File: config.mk
export PLATFORM = sky130hd
export DESIGN_NAME = isc_mac
export DESIGN_NICKNAME = d
export VERILOG_FILES = /design/src/rtl/isc_pkg.sv /design/src/rtl/isc_mac.sv
export SDC_FILE = /design/constraint.sdc
export NUM_CORES = 2
export LEC_CHECK = 0
export BUFFER_PORTS_ARGS = -buffer_cell sky130_fd_sc_hd__buf_2
export CORE_MARGIN = 2
export CORE_UTILIZATION = 45
export DETAILED_ROUTE_END_ITERATION = 10
export GPL_ROUTABILITY_DRIVEN = 0
export PLACE_DENSITY = 0.63
export SYNTH_ARGS = -nofsm -noshare
export SYNTH_HDL_FRONTEND = slang
export SYNTH_SLANG_ARGS = --single-unit
File: constraint.sdc
create_clock -name clk_i -period 13.55 [get_ports clk_i]
set_input_delay 2.71 -clock clk_i [delete_from_list [all_inputs] [get_ports clk_i]]
set_output_delay 2.71 -clock clk_i [all_outputs]
set_load 0.02 [all_outputs]
File: src/rtl/isc_pkg.sv
package isc_pkg;

  // Field widths
  localparam int unsigned COORD_W  = 7;
  localparam int unsigned HALF_W   = 5;
  localparam int unsigned SAMPLE_W = 16;
  localparam int unsigned WEIGHT_W = 16;
  localparam int unsigned VALUE_W  = 40;
  localparam int unsigned MODE_W   = 2;

  // Squared magnitude, weighted product and increment widths
  localparam int unsigned SQ_W    = 2 * SAMPLE_W - 1;
  localparam int unsigned MAG_W   = SQ_W + 1;
  localparam int unsigned PROD_W  = MAG_W + WEIGHT_W;
  localparam int unsigned SHIFT   = 16;
  localparam int unsigned INCR_W  = PROD_W - SHIFT;

  // Grid defaults
  localparam int unsigned GRID_X_DEFAULT = 128;
  localparam int unsigned GRID_Y_DEFAULT = 128;

  // Configuration registers
  localparam int unsigned CFG_IDX_W  = 1;
  localparam int unsigned CFG_DATA_W = HALF_W;
  localparam logic [CFG_IDX_W-1:0] CFG_HALF_WIDTH  = 1'b0;
  localparam logic [CFG_IDX_W-1:0] CFG_HALF_HEIGHT = 1'b1;
  localparam logic [HALF_W-1:0]    HALF_RESET      = 5'd4;

  typedef enum logic [MODE_W-1:0] {
    MODE_ACC   = 2'd0,
    MODE_READ  = 2'd1,
    MODE_CLEAR = 2'd2
  } mode_e;

  // Control that travels with a transaction down the pipeline
  typedef struct packed {
    mode_e mode;
    logic  outside;
  } ctl_t;

endpackage

File: src/rtl/isc_mac.sv
// Weighted squared magnitude: squares, sum, weight product, shift by 16.
// Three register stages, a new operand set every cycle.
module isc_mac (
  input  logic                                 clk_i,
  input  logic signed [isc_pkg::SAMPLE_W-1:0]  re_i,
  input  logic signed [isc_pkg::SAMPLE_W-1:0]  im_i,
  input  logic        [isc_pkg::WEIGHT_W-1:0]  weight_i,
  output logic        [isc_pkg::INCR_W-1:0]    incr_o
);

  logic signed [2*isc_pkg::SAMPLE_W-1:0] re_sq, im_sq;
  logic [isc_pkg::SQ_W-1:0]     re_sq_q, im_sq_q;
  logic [isc_pkg::WEIGHT_W-1:0] w1_q, w2_q;
  logic [isc_pkg::MAG_W-1:0]    mag_q;
  logic [isc_pkg::PROD_W-1:0]   prod;
  logic [isc_pkg::INCR_W-1:0]   incr_q;

  // Squares are never negative and fit below the sign bit
  assign re_sq = re_i * re_i;
  assign im_sq = im_i * im_i;
  assign prod  = isc_pkg::PROD_W'(mag_q) * isc_pkg::PROD_W'(w2_q);

  always_ff @(posedge clk_i) begin
    re_sq_q <= re_sq[isc_pkg::SQ_W-1:0];
    im_sq_q <= im_sq[isc_pkg::SQ_W-1:0];
    w1_q    <= weight_i;
    mag_q   <= {1'b0, re_sq_q} + {1'b0, im_sq_q};
    w2_q    <= w1_q;
    incr_q  <= prod[isc_pkg::PROD_W-1:isc_pkg::SHIFT];
  end

  assign incr_o = incr_q;

endmodule

[After elaboration in Yosys (flattened, before gate mapping)]
Index checks and enable logic that the tools add are counted.
Word-level totals
  bits in registers: 158
  bits of input ports: 49
  output and inout port bits: 32
  logic and storage cells: 10
Cells by class
  add/sub/neg operators: 1
  multipliers: 3
Operators with widths (number)
  multiplier 16 x 16 -> 31 bit: 2
  multiplier 32 x 16 -> 48 bit: 1
  adder 31 x 31 -> 32 bit: 1

[Depth between registers and ports, before layout]
  depth in word-level cells: 1
  mapped depth: 26
  depth with buffers taken out: 24

[Worst setup path after synthesis]
OpenSTA, ideal clock, no wires.
  path type: in2reg
  from: in im_i[1] in the netlist's numbering
  to: reg im_sq_q[30] in the netlist's numbering
  setup time: 0.103 ns
  arrival: 8.586 ns
  required time: 13.447 ns
  setup slack: 4.860 ns
  stages: 22
  path buffers: 2
  cell sequence: clkbuf_1 -> clkbuf_1 -> nand2_1 -> inv_1 -> fa_1 -> fa_1 -> inv_1 -> fa_1 -> fa_1 -> fa_1 -> inv_1 -> fa_1 -> ha_1 -> o21ai_0 -> a21oi_1 -> nand2_1 -> o21ai_1 -> or3_1 -> o211a_1 -> o31ai_4 -> mux2i_1 -> a2111oi_2
On the way
  word-level cells in the longest chain between the ends: 1
Ends and longest elaborated chain
  start, declared: RTL line isc_mac.sv:6  | input logic signed [isc_pkg::SAMPLE_W-1:0] im_i,
  multiplier 16 x 16 -> 31 bit: RTL line isc_mac.sv:20  | assign im_sq = im_i * im_i;
  net im_sq (one bit): RTL line isc_mac.sv:11  | logic signed [2*isc_pkg::SAMPLE_W-1:0] re_sq, im_sq;
  end signal, assigned: RTL line isc_mac.sv:25  | im_sq_q <= im_sq[isc_pkg::SQ_W-1:0];
  end, declared: RTL line isc_mac.sv:12  | logic [isc_pkg::SQ_W-1:0] re_sq_q, im_sq_q;
The timed path passes the listed nets, and every way through them passes these cells.

[Worst setup path in the final report]
  from: in im_i[15] in the netlist's numbering
  to: reg im_sq_q[30] in the netlist's numbering
The elaborated chain is that of the path after synthesis.

==> flow_summary.toml <==
[yosys]
synthCells = 4039
synth_cell_types = 72
synth_nets = 5285
yosys_warnings = 0
synth-async-reset-ratio_pct = 0
synthFlopType = "dfxtp_1"
synth.cell_area_mm2 = 0.0374
synth.avg_cell_area_um2 = 9.26
ys_ff_latch = 156
synth-seq-area-share_pct = 8.35
synth_edf_count = 0

[sta]
hold_viol = 0
finalCriticalPeriod_ns = 8.86
drv_slew = 0
worst_pin_slew_ns = 0.988
relSlewSlack_pct = 34.1
finalClockSkew_ns = 0.0147
finalCritPeriodShare_pct = 65.4
tns_ns = 0
rsz0062_at_grt = "false"
setup_viol = 0
fmax_mhz = 113
fin_hold_ws_ns = 0.325

[cells_and_area]
final-seq-area_mm2 = 0.00313
fin_nets = 5265
multi_input_area_mm2 = 0.0298
fillers = 7852
synthToLayoutAreaGrowth_pct = 5.19
drive_gt1_share_pct = 3.89

[outcome]
status = "complete, no violations"

[route]
drt-total-wl_um = 86000
drt-initial-drc-count = 1264
firstDrtPassIters = 5
detail_route.wl_per_cell_um = 16.9
num_vias = 25600
via_per_inst = 5.02
ant_nets = 0
post-route-drc-count = 0

[cts]
clkLatencyLatePin_ns = 0.48
cts_resized = 0
clk_path_buf_depth = 2
cts_tree = "done"
root_buffer = "clkbuf_16"
cts.hold.buffers_added = 0
post_cts_buffers = 0
clk_pin_slew_ns = 0.08
numCtsBuffers = 17
cts_htree_levels = 4
clkSinkCount = 156

[setup_path]
criticalPathCategory = "primary input to flip-flop"
required_ns = 13.92
r2r-end = "incr_o[27]$_DFF_P_"
worstPathMaxFanout = 18
reg2reg_from = "mag_q[9]$_DFF_P_"
crit_end = "im_sq_q[30]$_DFF_P_"
r2r_slack_ns = 6.19
cp-end-kind = "flip-flop"
cp-startpoint = "im_i[15]"
start_kind = "primary input"
critical_path_arrival_ns = 9.24
worst_r2r_path_depth = 20

[global_route]
grt_pass1_vias = 28300
grt_pass1_wl_um = 146000
grt-busiest-layer = "met2"
grt_max_degree = 33
gr-usage-all-layers_pct = 21.7
grt_antenna_before_repair = 2
grt_util_met1_pct = 28.0
use_met3_pct = 2.66
grt_overflow = 0
grt_util_met2_pct = 38.4

[die]
dieArea_mm2 = 0.0855
core_area_mm2 = 0.0822
fp.dieW_um = 292
rows = 105
num_io_pins = 81
die_h_um = 292
initial_utilization_pct = 45.5

[min_path]
hold_class = "flip-flop to flip-flop"

[placement]
portBuffers = 80
dp_hpwl_um = 68400

[run]
cap_violations = 0
## worst min-delay path by stage
stage                     startpoint                to  cells past startpoint
floorplan            w1_q[0]$_DFF_P_   w2_q[0]$_DFF_P_                      0
global placement    w1_q[13]$_DFF_P_  w2_q[13]$_DFF_P_                      0
detailed placement  w1_q[15]$_DFF_P_  w2_q[15]$_DFF_P_                      0
CTS                  w1_q[4]$_DFF_P_   w2_q[4]$_DFF_P_                      0
global route         w1_q[4]$_DFF_P_   w2_q[4]$_DFF_P_                      0
finish               w1_q[1]$_DFF_P_   w2_q[1]$_DFF_P_                      0
## critical path, stage by stage
cell and delay, ns:
buf_2 0.37, inv_1 0.36, nor2_1 0.20, fa_1 0.53, fa_1 0.70, inv_1 0.19
fa_1 0.49, fa_1 0.50, fa_1 0.49, inv_1 0.05, fa_1 0.43, ha_1 0.36
o21ai_0 0.23, a21oi_1 0.19, nand2_1 0.11, o21ai_1 0.07, or3_1 0.33, o211a_1 0.26
o31ai_4 0.20, mux2i_1 0.12, a2111oi_2 0.33
## synthesized netlist by cell type, types with 3 or more instances
cell         n  area [um2]
a211oi_1    11        82.6
a21boi_0     4        30.0
a21o_1      49         368
a21oi_1     99         495
a21oi_2      5        43.8
a221oi_1     3        26.3
a31oi_1     15        93.8
and2_1     295        1850
and3_1      12        75.1
and4_1       4        35.0
clkbuf_1   132         495
dfxtp_1    156        3120
fa_1       884       17700
ha_1       313        3920
inv_1     1068        4010
mux2i_1      3        30.0
nand2_1    475        1780
nand2b_1    15        93.8
nand3_1     28         140
nand3b_1     4        30.0
nand4_1     13        81.3
nor2_1     128         480
nor2b_1     22         138
nor3_1      25         125
nor4_1       4        25.0
o211ai_1    12        90.1
o21a_1      12        90.1
o21ai_0     50         250
o21ai_1      6        30.0
o21bai_1     8        60.1
o311ai_0     4        35.0
or2_2        4        25.0
or3_1        5        31.3
xnor2_1     85         744
xor2_1      39         342
## per-stage QoR
stage	instance area [um2]	std cells	worst slack [ns]	util [%]
2_1_floorplan	37400	4039	4.86	-
3_3_place_gp	38800	5070	4.43	47.1
3_5_place_dp	38800	5070	4.21	47.1
4_1_cts	39400	5101	4.71	47.8
5_1_grt	39400	5101	4.35	47.8
6_report	39400	5102	4.69	47.9
## area by class of cell
type	instances	share of cell area, %
Clock buffer	18	1.12
Multi-Input combinational cell	2678	75.6
Timing Repair Buffer	97	1.34
Inverter	1069	10.2
Clock inverter	13	0.375
Antenna cell	1	0.00636
Tap cell	1070	3.40
Sequential cell	156	7.96
## layer usage
layer,wire length [um],vias up
li1,-,11800
met5,0,-
met4,2000,0
met2,43600,539
met3,3710,110
met1,36700,13200
## flip-flops by register name (all words and copies together) (netlist names)
register,cells
re_sq_q,30
im_sq_q,30
w2_q,16
w1_q,16
mag_q,32
incr_o,32
## placed cells by master, fill, tap and decap left out, types with 50 or more instances in the layout
master,synthesis,layout
xnor2_1,85,85
and2_1,295,295
nor2_1,128,128
fa_1,884,884
nand2_1,475,475
dfxtp_1,156,149
a21oi_1,99,99
inv_1,1068,1068
buf_2,1,80
o21ai_0,50,50
ha_1,313,313
## logic make-up (layout without fill, tap and decap cells)
kind of cell | after synthesis | count (layout) | synth area share, %
xor+xnor | 124 | 124 | 2.90
simple gates | 1044 | 1044 | 13.4
compound gates | 310 | 310 | 5.41
fa+ha+maj | 1197 | 1197 | 57.8
flops | 156 | 156 | 8.35
mux | 3 | 3 | 0.0803
buf+inv | 1205 | 1197 | 12.1
other cells | 0 | 1 | 0
Power is left out: the tool's default activity adds up to more than one toggle a clock period on the data nets, which glitch-free logic cannot reach.
