**config.mk**
```make
export PLATFORM = sky130hd
export DESIGN_NAME = isc_axis
export DESIGN_NICKNAME = d
export VERILOG_FILES = /design/src/rtl/isc_pkg.sv /design/src/rtl/isc_axis.sv
export SDC_FILE = /design/constraint.sdc
export NUM_CORES = 1
export LEC_CHECK = 0
export ABC_AREA = 1
export ABC_CLOCK_PERIOD_IN_PS = 2100
export CELL_PAD_IN_SITES_DETAIL_PLACEMENT = 1
export CELL_PAD_IN_SITES_GLOBAL_PLACEMENT = 1
export CORE_AREA = 3 3 40 42
export DETAILED_ROUTE_END_ITERATION = 10
export DIE_AREA = 0 0 43 45
export DONT_BUFFER_PORTS = 1
export PLACE_DENSITY_LB_ADDON = 0.25
export SYNTH_ARGS = -nofsm -noshare
export SYNTH_HDL_FRONTEND = slang
export SYNTH_SLANG_ARGS = --single-unit
```
**constraint.sdc**
```tcl
create_clock -name vclk -period 2.1
set_input_delay 0.42 -clock vclk [all_inputs]
set_output_delay 0.42 -clock vclk [all_outputs]
set_load 0.01 [all_outputs]
```
**src/rtl/isc_pkg.sv**
```systemverilog
package isc_pkg;

  // Field widths
  localparam int unsigned COORD_W  = 7;
  localparam int unsigned HALF_W   = 5;
  localparam int unsigned SAMPLE_W = 16;
  localparam int unsigned WEIGHT_W = 16;
  localparam int unsigned VALUE_W  = 40;
  localparam int unsigned MODE_W   = 2;

  // Squared magnitude, weighted product and increment widths
  localparam int unsigned SQ_W    = 2 * SAMPLE_W - 1;
  localparam int unsigned MAG_W   = SQ_W + 1;
  localparam int unsigned PROD_W  = MAG_W + WEIGHT_W;
  localparam int unsigned SHIFT   = 16;
  localparam int unsigned INCR_W  = PROD_W - SHIFT;

  // Grid defaults
  localparam int unsigned GRID_X_DEFAULT = 128;
  localparam int unsigned GRID_Y_DEFAULT = 128;

  // Configuration registers
  localparam int unsigned CFG_IDX_W  = 1;
  localparam int unsigned CFG_DATA_W = HALF_W;
  localparam logic [CFG_IDX_W-1:0] CFG_HALF_WIDTH  = 1'b0;
  localparam logic [CFG_IDX_W-1:0] CFG_HALF_HEIGHT = 1'b1;
  localparam logic [HALF_W-1:0]    HALF_RESET      = 5'd4;

  typedef enum logic [MODE_W-1:0] {
    MODE_ACC   = 2'd0,
    MODE_READ  = 2'd1,
    MODE_CLEAR = 2'd2
  } mode_e;

  // Control that travels with a transaction down the pipeline
  typedef struct packed {
    mode_e mode;
    logic  outside;
  } ctl_t;

endpackage

```
**src/rtl/isc_axis.sv**
```systemverilog
// One axis of the pixel address: direct grid coordinate, or window
// coordinate mapped through the centered crop and the half-grid shift.
module isc_axis #(
  parameter int unsigned GRID = isc_pkg::GRID_X_DEFAULT
) (
  input  logic [isc_pkg::COORD_W-1:0] coord_i,
  input  logic [isc_pkg::HALF_W-1:0]  half_i,
  input  logic                        readout_i,
  output logic [$clog2(GRID)-1:0]     pos_o,
  output logic                        outside_o
);

  localparam int unsigned PW = $clog2(GRID);
  localparam int unsigned GW =
    ((PW + 1 > isc_pkg::COORD_W) ? PW + 1 : isc_pkg::COORD_W) + 2;
  localparam logic signed [GW-1:0] GRID_S = GW'(GRID);
  localparam logic signed [GW-1:0] HALF_S = GW'(GRID / 2);

  logic [isc_pkg::COORD_W-1:0] win;
  logic signed [GW-1:0] win_s, coord_s, diff, half_diff, start, g, shifted, wrapped;
  logic                 round_up;

  always_comb begin
    // Window size 4*half+1
    win       = {half_i, 2'b01};
    win_s     = $signed({{(GW - isc_pkg::COORD_W){1'b0}}, win});
    coord_s   = $signed({{(GW - isc_pkg::COORD_W){1'b0}}, coord_i});

    // Window origin, halved toward zero
    diff      = GRID_S - win_s;
    half_diff = diff >>> 1;
    round_up  = diff[GW-1] & diff[0];
    start     = half_diff + $signed({{(GW-1){1'b0}}, round_up});

    g         = readout_i ? (start + coord_s) : coord_s;

    // Half-grid shift, g is inside the grid when used
    shifted   = g + HALF_S;
    wrapped   = (shifted >= GRID_S) ? (shifted - GRID_S) : shifted;

    if (readout_i) begin
      outside_o = (coord_i >= win) || g[GW-1] || (g >= GRID_S);
      pos_o     = wrapped[PW-1:0];
    end else begin
      outside_o = (g >= GRID_S);
      pos_o     = g[PW-1:0];
    end
  end

endmodule

```
======== After elaboration in Yosys (flattened, before gate mapping) ========
Cells that the tools add are included.
word-level totals
  register bits after elaboration ......... 0
  input bits .............................. 13
  output and inout port bits .............. 8
  word-level logic and storage cells ...... 15
cells by class
  add/subtract/negate cells ............... 5
  order comparisons ....................... 3
  mux-type cells .......................... 4
  bitwise logic cells ..................... 1
  reduce and logical (&&, ||, !) cells .... 2
operators by type and width
  operator                 count
  $ge A10 B9 Y1 const B    2
  $mux W7                  2
  $add A10 B8 Y10 const B  1
  $add A9 B8 Y10           1
  $mux W10                 1
  $add A8 B2 Y9            1
  $sub A8 B7 Y9 const A    1
  $ge A7 B7 Y1             1
  $sub A7 B1 Y7 const B    1
  $logic_or A1 B1 Y1       2
  $and A1 B1 Y1            1
  $mux W1                  1

======== Longest topological paths before layout ========
Gate-level depths: netlist of the first run.
  depth after elaboration ................. 9
  mapped depth ............................ 10
  depth with buffers taken out ............ 10

======== Least setup slack after synthesis of the first run ========
Ideal clock, no wire load.
  path type ............................... input to output
  start ................................... input port coord_i[0] (netlist bit)
  end ..................................... output port pos_o[4]
  data arrival time ....................... 1.435 ns
  data required time ...................... 1.680 ns
  path slack .............................. 0.245 ns
  stages .................................. 7
  buffers on the path ..................... 0
  path through ............................ inv_1 > fa_1 > inv_1 > nand3_1 > nand2_1 > o21ai_0 > o21ai_0
between the ends
  longest elaborated chain between the ends .. 6
  elaborated cells on any way between the ends .. 7
  those cells by class .................... add/sub: 3; order compare: 1; mux: 3
RTL lines
  item                                                   RTL line        RTL
  start, declared                                        isc_axis.sv:6   input logic [isc_pkg::COORD_W-1:0] coord_i,
  $add A9 B8 Y10                                         isc_axis.sv:35  g = readout_i ? (start + coord_s) : coord_s;
  $mux W10 (*)                                           isc_axis.sv:35
  $add A10 B8 Y10                                        isc_axis.sv:38  shifted = g + HALF_S;
  $ge A10 B9 Y1 / $sub A7 B1 Y7 (equally long branches)  isc_axis.sv:39  wrapped = (shifted >= GRID_S) ? (shifted - GRID_S) : shifted;
  $mux W7                                                isc_axis.sv:39
  $mux W7 (*)                                            isc_axis.sv:41  if (readout_i) begin
  end, declared                                          isc_axis.sv:9   output logic [$clog2(GRID)-1:0] pos_o,
Mark *: on every way between the ends. The rest lies on a longest branch, timed or not.

======== Final worst setup path of the first run ========
Same ends and word-level chain as after synthesis.

==> summary.md, run 1 <==
| Metric | Value |
|---|---|
| GP Congestion | between 0.7 and 0.8 |
| Final setup viols | 0 |
| Pin count of the biggest net entering global routing | 11 |
| Clock buffers | 0 |
| Maximum VDD drop | between 0.09 and 0.1 mV |
| Dpl hpwl | 1080 µm |
| LEAKAGE | 0.325 nW |
| Antenna diode count | 0 |
| Period utilization | about nine tenths |
| Fin util | around two fifths |
| Worst Hold Class | in2out |
| Post-synthesis cell count | 88 |
| Fillers | 190 |
| Final nets | approximately 120 |
| Die W | ~43 µm |
| Cell accounting for the most synthesized area | ha_1 |
| Max Clk Rate | between 500 and 600 MHz |
| DR vias/cell | ~5 |
| DR WL/cell | between 10 and 15 µm |
| Fraction of layout cells with a size suffix above 1 | 3.37% |
| PostCTS Resize Cnt | 0 |
| Via count | 518 |
| CP startpoint kind | input port |
| Most common cell on crit path | inv_1 |
| First-pass GRT wire length | 2020 µm |
| Hold Fails Final Rpt | 0 |
| Io pins | 21 |
| WL final | ~1200 µm |
| Row Count | 13 |
| Register area | 0 µm² |
| Worst path required time | roughly 1.7 ns |
| Seq_cells | 0 |
| Initial DRC count | 3 |
| Synth unique cells | 13 |
| Worst-Margin Slew | 0.349 ns |
| Reported max-cap violation count | 0 |
| Initial Util | a little under two fifths |
| Yosys warns | 0 |
| Fin. max-slew vios | 0 |
| Status | complete, no violations |
| Die H | 45 µm |
| Kind of critical path | in2out |
| Final TNS setup | 0 ns |
| CP bufs+invs | 3 |
| Sequential fraction of the synthesis area | 0% |
| Post-CTS Setup Bufs | 0 |
| Crit path max-delay cell type | fa_1 |
| I/O Buffers | 0 |
| Syn Std Cell Area | approximately 480 µm² |
| CP Max Fanout | 4 |
| Pwr/cell area | between 200 and 250 nW/µm² |
| Global-route usage over all layers | a little over an eighth |
| Area share of the leading cell type in the synthesized netlist | between 20% and 30% |
| CP Data Arrival Time | 1.49 ns |
| Critical Path End Type | output port |
| Syn_nets | 112 |
| Core ar. | between 1000 and 1500 µm² |
| Die Area | between 1500 and 2000 µm² |
| 1st-pass router iterations | 3 |
| Crit path max-delay family | adder cells |
| Tot Pwr | around 0.12 mW |
| WHS | 0.928 ns |
| CP max stage delay | approximately 0.40 ns |
| Slew HR | 76.5% |
| Post-cts hold buffer count | 0 |
| Synth area leaders | ha_1 26%, nand2_1 24%, inv_1 15% |
| Vias in the first global route | ~480 |
| GRT overflow | 0 |
| Final min period | approximately 1.9 ns |
| Initial antenna violation count | 0 |
| Post-route DRC | 0 |
| Post-route ant nets | 0 |
| Multi-input logic area | approximately 400 µm² |
| Syn Area/Cell | 5.43 µm² |
| CP Cell Sequence | inv_1, fa_1, inv_1, nand3_1, nand2_1, o21ai_0, o21ai_1, buf_4 |
| RSZ-0062 raised after global routing | no |
| Synth-to-layout area growth | 5.50% |
## power breakdown
part           switching [mW]  internal, mW  leakage (nW)
Clock                       0             0             0
Combinational          0.0738        0.0446         0.325
Sequential                  0             0             0
## metrics by stage
step / setup slack, ns / instances / cell area (µm²)
3_5_place_dp: 0.149 / 104 / 504
6_report: 0.190 / 104 / 504
4_1_cts: 0.130 / 104 / 504
2_1_floorplan: 0.245 / 88 / 478
5_1_grt: 0.0516 / 104 / 504
3_3_place_gp: 0.163 / 104 / 504
## cell type report
cell class,count,share of cell area [%]
Tap cell,15,3.72
Inverter,20,14.9
Timing Repair Buffer,1,1.49
Multi-Input combinational cell,68,79.9
## path summary, 6_finish.rpt
path | depth (start not counted) | endpoint | start | slack (ns)
setup / recovery | 8 | pos_o[4] | coord_i[0] | 0.19
hold / removal | 1 | pos_o[0] | readout_i | 0.93
## synth_stat cells
library cell and count:
nand2_1 31, inv_1 19, ha_1 10, a21oi_1 6, nand3_1 6, o21ai_0 5
nor2_1 4, xor2_1 2, a211oi_2 1, fa_1 1, inv_2 1, o21ai_1 1
or2_1 1
## layer usage
metal  track usage, %  up-vias  part of all wire [%]
li1                 -      277                     -
met1             17.2      227                    45
met2             24.9       14                    50
met3            0.797        0                   5.3
met4                0        0                     0
met5                0        -                     0
## cells in the final DEF (no fill, tap or decap), types with 2 or more instances in the layout
master	Yosys	routed
ha_1	10	10
o21ai_0	5	4
o21ai_1	1	2
inv_1	19	19
xor2_1	2	2
nor2_1	4	4
nand3_1	6	6
a21oi_1	6	6
nand2_1	31	31
## cells by family (layout without fill, tap and decap cells)
family          count (synthesis)  in the layout  share of synthesized area, %
buf+inv                        20             21                          15.7
fa+ha+maj                      11             11                          30.4
compound gates                 13             13                          15.2
simple gates                   42             42                          35.1
xor+xnor                        2              2                          3.67
No activity file was read; power rests on OpenSTA's default activity.
==> run 2: changes to the inputs <==
--- a/config.mk
+++ b/config.mk
@@ -9,11 +9,11 @@
 export ABC_CLOCK_PERIOD_IN_PS = 2100
 export CELL_PAD_IN_SITES_DETAIL_PLACEMENT = 1
 export CELL_PAD_IN_SITES_GLOBAL_PLACEMENT = 1
-export CORE_AREA = 3 3 40 42
+export CORE_MARGIN = 3
+export CORE_UTILIZATION = 32
 export DETAILED_ROUTE_END_ITERATION = 10
-export DIE_AREA = 0 0 43 45
 export DONT_BUFFER_PORTS = 1
-export PLACE_DENSITY_LB_ADDON = 0.25
+export PLACE_DENSITY_LB_ADDON = 0.1
 export SYNTH_ARGS = -nofsm -noshare
 export SYNTH_HDL_FRONTEND = slang
 export SYNTH_SLANG_ARGS = --single-unit
==> run 2 against run 1 <==
Against the previous run:
- hold slack worse by 0.0072 ns
- design area unchanged
- global-route usage about the same
- fmax fell by 0.30%
- sequential share of layout area unchanged
- non-clock buffer count did not move
- routed wire length shrank 2.5%
- core utilization decreased by 1.9 points
- power is 0.86% lower
- setup slack got worse by 0.0057 ns
==> summary.md, run 2 (synthesis gave the netlist of run 1 again) <==
| Metric | Value |
|---|---|
| Status | complete, no violations (unchanged) |
| Register area | 0 µm² (unchanged) |
| Hold Fails Final Rpt | 0 (unchanged) |
| Combinational power share | 100.0% (about the same) |
| Die H | 44.6 µm (was 45 µm) |
| Area after DPL | 504 µm² (unchanged) |
| Period utilization | 91.2% (was 91.0%) |
| RSZ-0062 raised after global routing | no (unchanged) |
| Post-route ant nets | 0 (unchanged) |
| Row Count | 13 (unchanged) |
| Final min period | 1.92 ns (was 1.91 ns) |
| Critical Path End Type | output port (unchanged) |
| Via count | 511 (was 518) |
| Slew HR | 77.0% (was 76.5%) |
| GP Congestion | 0.746 (was 0.762) |
| Clock buffers | 0 (unchanged) |
| Maximum VDD drop | 0.0792 mV (was 0.0948 mV) |
| First-pass GRT wire length | 2090 µm (was 2020 µm) |
| Die Area | 1990 µm² (was 1940 µm²) |
| Global-route usage over all layers | 13.0% (about the same) |
| 1st-pass router iterations | 3 (unchanged) |
| LEAKAGE | 0.325 nW (unchanged) |
| Pin count of the biggest net entering global routing | 11 (unchanged) |
| CP Max Fanout | 4 (unchanged) |
| GRT overflow | 0 (unchanged) |
| DR vias/cell | 4.91 (was 4.98) |
| Initial DRC count | 5 (was 3) |
| Worst-Margin Slew | 0.341 ns (was 0.349 ns) |
| Post-route DRC | 0 (unchanged) |
| Seq_cells | 0 (unchanged) |
| CP startpoint kind | input port (unchanged) |
| I/O Buffers | 0 (unchanged) |
| Io pins | 21 (unchanged) |
| Worst path required time | 1.68 ns (about the same) |
| Hold depth | 1 (unchanged) |
| Clk pwr share | 0% (about the same) |
| Sw power | 0.0731 mW (was 0.0738 mW) |
| Post-route setup slack | 0.184 ns (was 0.190 ns) |
| Fin area | 504 µm² (unchanged) |
| Flop pwr share | 0% (about the same) |
| WHS | 0.921 ns (was 0.928 ns) |
| Initial antenna violation count | 0 (unchanged) |
| Hold path start | readout_i (unchanged) |
| Fraction of layout cells with a size suffix above 1 | 3.37% (unchanged) |
| Int Pwr | 0.0443 mW (was 0.0446 mW) |
| Worst Hold Class | in2out (unchanged) |
| Fin. max-slew vios | 0 (unchanged) |
| CP Data Arrival Time | 1.50 ns (was 1.49 ns) |
| Commonest cells after routing, fill and taps aside | 31 x nand2_1, 19 x inv_1, 10 x ha_1 (unchanged) |
| Commonest non-fill, non-tap cell in the layout | nand2_1 (unchanged) |
| Sw Share | 62.2% (was 62.3%) |
| Hold endpoint | pos_o[0] (unchanged) |
| Kind of critical path | in2out (unchanged) |
| Antenna diode count | 0 (unchanged) |
| Initial Util | 35.4% (was 37.2%) |
| DR WL/cell | 11.1 µm (was 11.3 µm) |
| Die W | 44.6 µm (was 43 µm) |
| Dpl ws | 0.155 ns (was 0.149 ns) |
| WL final | 1150 µm (was 1180 µm) |
| Final setup viols | 0 (unchanged) |
| Pwr/cell area | 233 nW/µm² (was 235 nW/µm²) |
| Max Clk Rate | 522 MHz (was 523 MHz) |
| Final TNS setup | 0 ns (unchanged) |
| Vias in the first global route | 501 (was 481) |
| Final nets | 115 (unchanged) |
| Dpl hpwl | 1050 µm (was 1080 µm) |
| Synth-to-layout area growth | 5.50% (unchanged) |
| Core ar. | 1350 µm² (was 1280 µm²) |
| Reported max-cap violation count | 0 (unchanged) |
-- run 2: cell counts in the layout (fill, tap and decap cells not counted) --
No cell type changed its count.
-- run 2: area by class of cell --
class,count,area [µm²]
fillers,203,846
multi-input cells,68,403
inverters,20,75.1
well taps,15,18.8
repair buffers,1,7.51
-- run 2: worst max-delay path, stage by stage --
cell,delay (ns)
inv_1,0.03
fa_1,0.41
inv_1,0.10
nand3_1,0.10
nand2_1,0.10
o21ai_0,0.08
o21ai_1,0.13
buf_4,0.13
-- run 2: power by group through the flow --
stage          clock network [mW]  registers [mW]  logic, mW
2_1_floorplan                   0               0     0.0959
3_3_place_gp                    0               0      0.118
3_5_place_dp                    0               0      0.119
4_1_cts                         0               0      0.120
5_1_grt                         0               0      0.142
6_report                        0               0      0.117
-- run 2: how the worst max path moves through the flow --
stage / to / startpoint / cells past startpoint / slack [ns]
3_3_place_gp: pos_o[4] / coord_i[0] / 8 / 0.17
4_1_cts: pos_o[4] / coord_i[0] / 8 / 0.13
3_5_place_dp: pos_o[4] / coord_i[0] / 8 / 0.15
6_report: pos_o[4] / coord_i[0] / 8 / 0.18
5_1_grt: pos_o[4] / coord_i[0] / 8 / 0.03
2_1_floorplan: pos_o[4] / coord_i[0] / 7 / 0.24
-- run 2: what timing repair did --
| action | 4_1_cts | 5_1_grt |
|---|---|---|
| setup buffers | 0 | 0 |
| hold buffers | 0 | 0 |
| gates resized for setup | 0 | 1 |
| endpoints found under the hold margin | 0 | 0 |
| setup endpoints to repair | 0 | 1 |
-- run 2: metal layers --
| layer | wire (µm) | vias to the layer above | part of all wire [%] | GRT usage (%) |
|---|---|---|---|---|
| met5 | 0 | - | 0 | 0 |
| met4 | 0 | 0 | 0 | 0 |
| met3 | 70 | 0 | 6.1 | 0.407 |
| met2 | 494 | 15 | 43 | 20.9 |
| met1 | 584 | 220 | 51 | 20.0 |
| li1 | - | 276 | - | - |
-- run 2: through the flow --
step	util [%]	instances	total power, mW
5_1_grt	37.3	104	0.142
2_1_floorplan	-	88	0.0959
4_1_cts	37.3	104	0.120
3_5_place_dp	37.3	104	0.119
3_3_place_gp	37.3	104	0.118
6_report	37.3	104	0.117
